===== src/rtl/core/bcm_pkg.sv =====
// shared constants, types and helpers for the breath cycle metrics block
`timescale 1ns / 1ps
`default_nettype none
package bcm_pkg;

  // breath stage codes
  localparam logic [2:0] ST_INS1  = 3'd0;
  localparam logic [2:0] ST_INS3  = 3'd2;
  localparam logic [2:0] ST_REST1 = 3'd3;
  localparam logic [2:0] ST_REST2 = 3'd4;

  // peak pressure ring
  localparam int PEAK_DEPTH = 64;
  localparam int PEAK_AW    = $clog2(PEAK_DEPTH);

  // rest pressure ring, depth kept a power of two so the average is a shift
  localparam int REST_DEPTH = 8;
  localparam int REST_AW    = $clog2(REST_DEPTH);
  localparam int REST_SW    = 10 + REST_AW;

  // reciprocal of 100 for a 16-bit magnitude: floor(x * 5243 / 2^19)
  localparam logic [12:0] RECIP_100 = 13'd5243;
  localparam int          RECIP_SH  = 19;

  typedef enum logic [4:0] {
    S_IDLE = 5'b00001,
    S_CALC = 5'b00010,
    S_SCAN = 5'b00100,
    S_FIN  = 5'b01000,
    S_SEND = 5'b10000
  } state_t;

  typedef struct packed {
    logic               capture;
    logic               calc;
    logic               scan_rd;
    logic [PEAK_AW-1:0] scan_addr;
    logic               scan_fin;
  } cmd_t;

  typedef struct packed {
    logic iend;
  } sts_t;

  function automatic logic signed [31:0] sat32(input logic signed [33:0] v);
    logic signed [31:0] r;
    if (v > 34'sd2147483647) begin
      r = 32'sh7fffffff;
    end else if (v < -34'sd2147483648) begin
      r = 32'sh80000000;
    end else begin
      r = v[31:0];
    end
    return r;
  endfunction

endpackage
`default_nettype wire


===== src/rtl/core/bcm_ctrl.sv =====
// sequencer for capture, update, peak ring scan and result hand-off
`timescale 1ns / 1ps
`default_nettype none
module bcm_ctrl import bcm_pkg::*; (
  input  wire  clk,
  input  wire  rst_n,
  input  wire  in_tvalid,
  output logic in_tready,
  output logic out_tvalid,
  input  wire  out_tready,
  input  sts_t sts,
  output cmd_t cmd
);

  state_t             state_r, state_nxt;
  logic [PEAK_AW-1:0] idx_r, idx_nxt;

  always_comb begin
    state_nxt     = state_r;
    idx_nxt       = idx_r;
    cmd           = '0;
    cmd.scan_addr = idx_r;
    case (state_r)
      S_IDLE: begin
        if (in_tvalid) begin
          cmd.capture = 1'b1;
          state_nxt   = S_CALC;
        end
      end
      S_CALC: begin
        cmd.calc  = 1'b1;
        idx_nxt   = '0;
        state_nxt = sts.iend ? S_SCAN : S_SEND;
      end
      S_SCAN: begin
        cmd.scan_rd = 1'b1;
        idx_nxt     = idx_r + 1'b1;
        if (idx_r == PEAK_AW'(PEAK_DEPTH - 1)) begin
          state_nxt = S_FIN;
        end
      end
      S_FIN: begin
        cmd.scan_fin = 1'b1;
        state_nxt    = S_SEND;
      end
      S_SEND: begin
        if (out_tready) begin
          state_nxt = S_IDLE;
        end
      end
      default: begin
        state_nxt = S_IDLE;
      end
    endcase
  end

  assign in_tready  = (state_r == S_IDLE);
  assign out_tvalid = (state_r == S_SEND);

  always_ff @(posedge clk) begin
    if (!rst_n) begin
      state_r <= S_IDLE;
      idx_r   <= '0;
    end else begin
      state_r <= state_nxt;
      idx_r   <= idx_nxt;
    end
  end

endmodule
`default_nettype wire


===== src/rtl/core/bcm_dp.sv =====
// datapath: volume integration, flow peaks, pressure rings and reported values
`timescale 1ns / 1ps
`default_nettype none
module bcm_dp import bcm_pkg::*; (
  input  wire                 clk,
  input  wire                 rst_n,
  input  cmd_t                cmd,
  output sts_t                sts,
  input  wire  [2:0]          in_stage,
  input  wire  signed [15:0]  in_flow_ml_s,
  input  wire  signed [15:0]  in_pressure_centi,
  input  wire  [15:0]         in_elapsed_ms,
  input  wire  signed [31:0]  in_arm_position,
  input  wire                 in_paused,
  output logic signed [31:0]  volume_ul,
  output logic signed [31:0]  vti_ul,
  output logic signed [31:0]  vte_ul,
  output logic [14:0]         pip_centi,
  output logic signed [16:0]  peep_centi,
  output logic [14:0]         insp_flow_peak,
  output logic signed [15:0]  exp_flow_peak,
  output logic signed [31:0]  swept_clicks,
  output logic                breath_start,
  output logic                insp_end
);

  // captured sample
  logic [2:0]         stage_r;
  logic signed [15:0] flow_r, pres_r;
  logic [15:0]        elapsed_r;
  logic signed [31:0] arm_r;
  logic               paused_r;

  // running state
  logic [2:0]         last_stage_r;
  logic signed [31:0] vol_r;
  logic signed [15:0] ins_run_r, exp_run_r;
  logic signed [31:0] start_r;
  logic [PEAK_AW-1:0] peak_slot_r;
  logic signed [9:0]  rest_r [REST_DEPTH];
  logic [REST_AW-1:0] rest_slot_r;

  // reported values
  logic signed [31:0] vti_r, vte_r, swept_r;
  logic [14:0]        pip_r, ins_rep_r;
  logic signed [16:0] peep_r;
  logic signed [15:0] exp_rep_r;
  logic               bstart_r, iend_r;

  // peak ring storage and scan pipeline
  logic signed [15:0] peak_mem [PEAK_DEPTH];
  logic [PEAK_DEPTH-1:0] peak_vld_r;
  logic signed [15:0] rd_data_r;
  logic               rd_hit_r, rd_vld_r;
  logic signed [15:0] top_r, top_nxt, scan_val;

  // update logic
  logic [2:0]         st;
  logic               bstart, iend, peep_mv;
  logic signed [32:0] prod;
  logic signed [31:0] vol0, vol_nxt, vte_nxt;
  logic signed [15:0] ins_nxt, exp_clr, exp_nxt;
  logic signed [REST_SW-1:0] rest_sum;
  logic signed [REST_SW+6:0] rest_x100;
  logic signed [16:0] peep_nxt;
  logic [16:0]        pres_mag;
  logic [29:0]        quo_full;
  logic signed [9:0]  quo;

  always_comb begin
    st      = (stage_r > ST_REST2) ? ST_REST2 : stage_r;
    bstart  = (last_stage_r != ST_INS1) && (st == ST_INS1);
    iend    = (last_stage_r <= ST_INS3) && (st >= ST_REST1);
    peep_mv = (last_stage_r == ST_REST2) && (st == ST_INS1);

    prod    = flow_r * $signed({1'b0, elapsed_r});
    vol0    = bstart ? 32'sd0 : vol_r;
    vol_nxt = sat32({{2{vol0[31]}}, vol0} + {prod[32], prod});
    vte_nxt = sat32({{2{vti_r[31]}}, vti_r} - {{2{vol_r[31]}}, vol_r});

    ins_nxt = ins_run_r;
    if (peep_mv) begin
      ins_nxt = 16'sd0;
    end else if (!iend && st <= ST_INS3 && flow_r > ins_run_r) begin
      ins_nxt = flow_r;
    end

    exp_clr = bstart ? 16'sd0 : exp_run_r;
    exp_nxt = (st >= ST_INS3 && flow_r < exp_clr) ? flow_r : exp_clr;

    // ring sum over the eight rest samples, truncated average of sum * 100
    rest_sum = '0;
    for (int i = 0; i < REST_DEPTH; i++) begin
      rest_sum = rest_sum + REST_SW'(rest_r[i]);
    end
    rest_x100 = (REST_SW + 7)'(rest_sum) * (REST_SW + 7)'(100);
    if (rest_x100 < 0) begin
      rest_x100 = rest_x100 + (REST_SW + 7)'(REST_DEPTH - 1);
    end
    peep_nxt = 17'(rest_x100 >>> REST_AW);

    // whole cmH2O, truncated toward zero
    pres_mag = pres_r[15] ? 17'(-{pres_r[15], pres_r}) : {1'b0, pres_r};
    quo_full = 30'(pres_mag) * 30'(RECIP_100);
    quo      = 10'(quo_full >> RECIP_SH);
    if (pres_r[15]) begin
      quo = -quo;
    end

    scan_val = rd_hit_r ? rd_data_r : 16'sd0;
    top_nxt  = (rd_vld_r && scan_val > top_r) ? scan_val : top_r;
  end

  assign sts.iend = iend;

  always_ff @(posedge clk) begin
    if (cmd.capture) begin
      stage_r   <= in_stage;
      flow_r    <= in_flow_ml_s;
      pres_r    <= in_pressure_centi;
      elapsed_r <= in_elapsed_ms;
      arm_r     <= in_arm_position;
      paused_r  <= in_paused;
    end
    if (cmd.calc && st == ST_INS3) begin
      peak_mem[peak_slot_r] <= pres_r;
    end
    if (cmd.scan_rd) begin
      rd_data_r <= peak_mem[cmd.scan_addr];
      rd_hit_r  <= peak_vld_r[cmd.scan_addr];
    end
  end

  always_ff @(posedge clk) begin
    if (!rst_n) begin
      last_stage_r <= ST_INS1;
      vol_r        <= '0;
      ins_run_r    <= '0;
      exp_run_r    <= '0;
      start_r      <= '0;
      peak_slot_r  <= '0;
      rest_slot_r  <= '0;
      for (int i = 0; i < REST_DEPTH; i++) begin
        rest_r[i] <= '0;
      end
      vti_r      <= '0;
      vte_r      <= '0;
      swept_r    <= '0;
      pip_r      <= '0;
      ins_rep_r  <= '0;
      peep_r     <= '0;
      exp_rep_r  <= '0;
      bstart_r   <= 1'b0;
      iend_r     <= 1'b0;
      peak_vld_r <= '0;
      rd_vld_r   <= 1'b0;
      top_r      <= '0;
    end else begin
      rd_vld_r <= cmd.scan_rd;
      if (cmd.calc) begin
        bstart_r     <= bstart;
        iend_r       <= iend;
        last_stage_r <= st;
        vol_r        <= paused_r ? 32'sd0 : vol_nxt;
        ins_run_r    <= ins_nxt;
        exp_run_r    <= exp_nxt;
        top_r        <= '0;
        if (bstart) begin
          vte_r     <= vte_nxt;
          exp_rep_r <= exp_run_r;
        end
        if (iend) begin
          swept_r   <= arm_r - start_r;
          vti_r     <= vol_nxt;
          ins_rep_r <= ins_run_r[14:0];
        end else if (peep_mv) begin
          peep_r  <= peep_nxt;
          start_r <= arm_r;
        end
        if (st == ST_INS3) begin
          peak_vld_r[peak_slot_r] <= 1'b1;
          peak_slot_r             <= peak_slot_r + 1'b1;
        end
        if (st == ST_REST2) begin
          rest_r[rest_slot_r] <= quo;
          rest_slot_r         <= rest_slot_r + 1'b1;
        end
      end
      if (rd_vld_r) begin
        top_r <= top_nxt;
      end
      if (cmd.scan_fin) begin
        pip_r      <= top_nxt[14:0];
        peak_vld_r <= '0;
      end
    end
  end

  assign volume_ul      = vol_r;
  assign vti_ul         = vti_r;
  assign vte_ul         = vte_r;
  assign pip_centi      = pip_r;
  assign peep_centi     = peep_r;
  assign insp_flow_peak = ins_rep_r;
  assign exp_flow_peak  = exp_rep_r;
  assign swept_clicks   = swept_r;
  assign breath_start   = bstart_r;
  assign insp_end       = iend_r;

endmodule
`default_nettype wire


===== src/rtl/core/breath_cycle_metrics.sv =====
// top level of the per-sample breath metrics block
`timescale 1ns / 1ps
`default_nettype none
// channel | direction | handshake          | contents
// in_     | slave     | in_tvalid/tready   | one ventilator sample
// out_    | master    | out_tvalid/tready  | running volume and last breath metrics
//
// a sample that does not end inspiration goes from capture through the update
// state to the result; a sample that ends inspiration adds a scan of the 64-entry
// peak pressure ring through its single read port and a finish state, plus output wait
// one sample is in flight at a time, in_tready is high only while idle
// a held result stays in the output registers until out_tready
// rst_n is synchronous; metrics, rest ring, peak valid bits and stage history clear
module breath_cycle_metrics import bcm_pkg::*; (
  input  wire          clk,
  input  wire          rst_n,
  input  wire          in_tvalid,
  output logic         in_tready,
  input  wire  [79:0]  in_tdata,   // flow_ml_s, pressure_centi, elapsed_ms, arm_position
  input  wire  [3:0]   in_tuser,   // stage, paused
  output logic         out_tvalid,
  input  wire          out_tready,
  output logic [191:0] out_tdata,  // volume_ul, vti_ul, vte_ul, pip_centi, peep_centi,
                                   // insp_flow_peak, exp_flow_peak, swept_clicks, pad
  output logic [1:0]   out_tuser   // breath_start, insp_end
);

  cmd_t cmd;
  sts_t sts;

  logic signed [31:0] volume_ul, vti_ul, vte_ul, swept_clicks;
  logic [14:0]        pip_centi, insp_flow_peak;
  logic signed [16:0] peep_centi;
  logic signed [15:0] exp_flow_peak;
  logic               breath_start, insp_end;

  // sequencer: owns the handshakes and the ring scan address
  bcm_ctrl u_ctrl (
    .clk        (clk),
    .rst_n      (rst_n),
    .in_tvalid  (in_tvalid),
    .in_tready  (in_tready),
    .out_tvalid (out_tvalid),
    .out_tready (out_tready),
    .sts        (sts),
    .cmd        (cmd)
  );

  // datapath: unpacked sample in, metric registers out
  bcm_dp u_dp (
    .clk               (clk),
    .rst_n             (rst_n),
    .cmd               (cmd),
    .sts               (sts),
    .in_stage          (in_tuser[2:0]),
    .in_flow_ml_s      (in_tdata[15:0]),
    .in_pressure_centi (in_tdata[31:16]),
    .in_elapsed_ms     (in_tdata[47:32]),
    .in_arm_position   (in_tdata[79:48]),
    .in_paused         (in_tuser[3]),
    .volume_ul         (volume_ul),
    .vti_ul            (vti_ul),
    .vte_ul            (vte_ul),
    .pip_centi         (pip_centi),
    .peep_centi        (peep_centi),
    .insp_flow_peak    (insp_flow_peak),
    .exp_flow_peak     (exp_flow_peak),
    .swept_clicks      (swept_clicks),
    .breath_start      (breath_start),
    .insp_end          (insp_end)
  );

  // result packing, lowest field first, one pad bit to a whole byte count
  assign out_tdata = {1'b0, swept_clicks, exp_flow_peak, insp_flow_peak, peep_centi,
                      pip_centi, vte_ul, vti_ul, volume_ul};
  assign out_tuser = {insp_end, breath_start};

endmodule
`default_nettype wire


===== config.mk =====
export PLATFORM = sky130hd
export DESIGN_NAME = breath_cycle_metrics
export DESIGN_NICKNAME = d
export VERILOG_FILES = /design/src/rtl/core/bcm_pkg.sv /design/src/rtl/core/bcm_ctrl.sv /design/src/rtl/core/bcm_dp.sv /design/src/rtl/core/breath_cycle_metrics.sv
export SDC_FILE = /design/constraint.sdc
export NUM_CORES = 2
export LEC_CHECK = 0
export ABC_AREA = 1
export BUFFER_PORTS_ARGS = -buffer_cell sky130_fd_sc_hd__buf_2
export CAP_MARGIN = 15
export CORE_MARGIN = 2
export CORE_UTILIZATION = 55
export CTS_BUF_LIST = sky130_fd_sc_hd__clkbuf_2 sky130_fd_sc_hd__clkbuf_4 sky130_fd_sc_hd__clkbuf_8
export DETAILED_ROUTE_END_ITERATION = 16
export PLACE_DENSITY = 0.7
export SYNTH_ARGS = -nofsm -noshare
export SYNTH_HDL_FRONTEND = slang
export SYNTH_HIERARCHICAL = 1
export SYNTH_SLANG_ARGS = --single-unit
export TNS_END_PERCENT = 20

===== constraint.sdc =====
create_clock -name clk -period 23.5 [get_ports clk]
set_input_delay 0 -clock clk [delete_from_list [all_inputs] [get_ports clk]]
set_output_delay 0 -clock clk [all_outputs]
set_load 0.02 [all_outputs]

==> run summary <==
Reg2Reg Launch Point - u_dp/pres_r[0]$_DFFE_PP_
worst reg2reg endpoint - u_dp/rest_r[4][2]$_SDFFCE_PN0P_
TritonCTS clock tree - built
gpl congestion - 0.945
hold depth - 4
DR WL met2 - 117 mm
Avg Vias per Cell - 5.70
Starting Density - 0.552
Post-route DRC - 0
CP Capture Type - flop
layout cell share with drive strength beyond 1 - 0.105
die area - 157000 um^2
Seq/Total Area, Yosys - 0.512
crit path launch type - flop
Max-cap violations - 0
detailed-route wire length - 245 mm
cts repair resizes - 0
total global-route track usage - 0.309
min Tclk post-route - 8.29 ns
RSZ-0062 raised after global routing - no
most frequent cells in the layout - 1247 x nor2_1, 1232 x inv_1, 1205 x nand2_1, 1205 x edfxtp_1, 917 x o21ai_0
CP Max Fanout - 70
fin crit share - 0.353
number of buffers created by CTS - 280
mapped cell area - 84700 um^2
WP data required - 24.22 ns
count of nets after finishing - 10100
setup_tns - 0 ns
Yosys warnings - 6
synth top area cells - edfxtp_1 43%, fa_1 9.1%, dfxtp_1 8.5%
clock-pin slew on the worst setup and hold paths - 0.06 ns
die width - 397 um
register area - 43400 um^2
Post-synth EDFFs - 1205
status - finished clean
ys flop type - edfxtp_1
Worst Hold Class - in -> reg
Area Overhead vs Synth - 12.6%
Slew @ Worst Pin - 1.20 ns
most common cell after layout, fill and taps aside - nor2_1
count of different cell masters after synthesis - 60
area of the multi-input gates - 35000 um^2
Detail Route Antenna Nets - 0
delay-heaviest family, CP - adder cells
via count - 65300
Max clock buf depth - 4
Final HPWL DP - 159 mm
peak per-stage delay on the critical path - 0.60 ns
pin count of the biggest net entering global routing - 209
final setup vio count - 0
Fillers - 12700
starting DRC count in detailed routing - 6681
antenna violations before repair - 5
CP bufs+invs - 8
Slew HR - 0.198
CTS sink count - 1566
Crit-path slowest cell - xor2_1
Port Buffers - 282
DR pass1 iterations - 8
FF-to-FF path depth - 32
Top cell by count, worst path - inv_1
routed length on met1 - 97.1 mm
Hold Fails Final Rpt - 0
worst clock skew - 0.116 ns
first-pass GRT wire length - 374 mm
area of the core - 154000 um^2
post-synth top area share - 0.427
leading area contributor after synthesis - edfxtp_1
synthesis-stage register bit count - 1566
met3 WL - 19.2 mm
CP Data Arrival Time - 9.01 ns
wire per inst - 21.4 um
ys async rst share - 0
height of the die - 397 um
Setup CP Type - reg -> reg
grt ovf - 0
number of global-route vias before repair - 64000
Site Rows - 144
cell count after synthesis - 8733
Slew Limit Fails - 0
H-tree depth - 5
Worst Min Path Start - rst_n
uppermost layer routed - met4
R2R Setup Slk - 15.21 ns
Peak Freq - 121 MHz
I/O pins - 284
CTS Root Cell - clkbuf_8
Avg Inst Size Synth - 9.70 um^2
worst skew pair latency - 1.05 ns
WHS Endpoint - u_dp/peak_slot_r[4]$_SDFFE_PN0P_
==> flip-flops by register name, indices dropped and copies added, names as in the netlist, 5 cells and up <==
signal,flops
u_dp/pip_centi,15
u_dp/rd_data_r,16
u_dp/rest_r,80
u_dp/flow_r,16
u_dp/pres_r,16
u_dp/arm_r,32
u_dp/vte_ul,32
u_dp/volume_ul,32
u_dp/elapsed_r,16
u_dp/peak_slot_r,6
u_ctrl/idx_r,6
u_dp/peak_vld_r,64
u_dp/exp_flow_peak,16
u_dp/insp_flow_peak,15
u_ctrl/state_r,5
u_dp/exp_run_r,16
u_dp/start_r,32
u_dp/peak_mem,1024
u_dp/ins_run_r,16
u_dp/top_r,16
u_dp/peep_centi,17
u_dp/swept_clicks,32
u_dp/vti_ul,32
==> through the flow <==
stage / instances / util / worst slack (ns) / hold WS, ns / instance area [um^2]
finish: 11400 / 0.622 / 15.21 / 0.164 / 95400
floorplan: 8738 / - / 16.14 / 0.0842 / 84800
global route: 11400 / 0.622 / 14.47 / 0.157 / 95400
global placement: 10800 / 0.575 / 15.40 / 0.177 / 88200
CTS: 11400 / 0.621 / 15.19 / 0.0842 / 95400
detailed placement: 10800 / 0.575 / 15.28 / 0.178 / 88200
==> worst reg2reg max path: cells and delay by family (launching register included) <==
kind | cells | cell delay [ns]
flops | 1 | 0.38
simple gates | 10 | 1.07
xor+xnor | 3 | 1.50
buf+inv | 8 | 1.11
fa+ha+maj | 8 | 3.09
compound gates | 3 | 0.83
==> per-layer routing <==
metal  vias to the layer above  GRT usage
met1                     31700      0.403
li1                      30000          -
met3                       558     0.0460
met4                         0      0.151
met2                      2968      0.507
met5                         -          0
==> repair_timing <==
item / CTS / global route
setup buffers: 0 / 0
hold buffers: 175 / 0
endpoints found under the hold margin: 243 / 0
==> area by class of cell <==
cell class | instances | area share
diodes | 7 | 0.000184
clock buffers | 411 | 0.0527
clock inverters | 62 | 0.00400
inverters | 1248 | 0.0493
multi-input cells | 5506 | 0.367
flip-flops and latches | 1566 | 0.455
well taps | 2044 | 0.0268
repair buffers | 601 | 0.0450
==> worst max path at each step <==
stage	from	endpoint	slack, ns	cells past startpoint
after floorplan	u_dp/pres_r[0]$_DFFE_PP_	u_dp/rest_r[0][8]$_SDFFCE_PN0P_	16.14	33
after global placement	u_dp/pres_r[0]$_DFFE_PP_	u_dp/rest_r[7][8]$_SDFFCE_PN0P_	15.40	34
after detailed placement	u_dp/pres_r[0]$_DFFE_PP_	u_dp/rest_r[2][8]$_SDFFCE_PN0P_	15.28	34
after CTS	u_dp/pres_r[1]$_DFFE_PP_	u_dp/rest_r[3][3]$_SDFFCE_PN0P_	15.19	35
after global routing	u_dp/pres_r[0]$_DFFE_PP_	u_dp/rest_r[4][3]$_SDFFCE_PN0P_	14.47	33
final	u_dp/pres_r[0]$_DFFE_PP_	u_dp/rest_r[4][2]$_SDFFCE_PN0P_	15.21	32
==> kinds of logic (layout without fill, tap and decap cells) <==
group,after synthesis,in the layout,synth area share
and+or+nand+nor,2852,2852,0.135
other,3,15,0.000133
adders and majority gates,776,776,0.149
DFF,1566,1566,0.512
xor gates and xnor gates,119,119,0.0126
buffers and inverters,1666,2322,0.0752
AOI/OAI and AO/OA,1751,1751,0.116
==> synth_stat cells, types with 8 or more instances <==
library cell     n
nor3_1          51
o21bai_1        23
nor2_1        1255
nand2_1       1206
xnor2_1         37
o21a_1          34
a21o_1          15
clkbuf_1       358
nand4_1         60
a21oi_2         33
o211ai_1        25
o221ai_1        35
ha_1           392
inv_1         1235
o22ai_1        287
nor2_2           8
a21oi_1        310
o21ai_0        917
xor2_1          79
edfxtp_1      1205
or2_2            9
buf_1           17
o32ai_1         15
fa_1           384
nand2_2         15
inv_2            9
buf_2           28
buf_4            8
nand3_1        205
dfxtp_1        361
nand3b_1        16
a31oi_1         21
o21ai_1          8
Power is left out: the tool's default activity adds up to more than one toggle a clock period on the data nets, which glitch-free logic cannot reach.
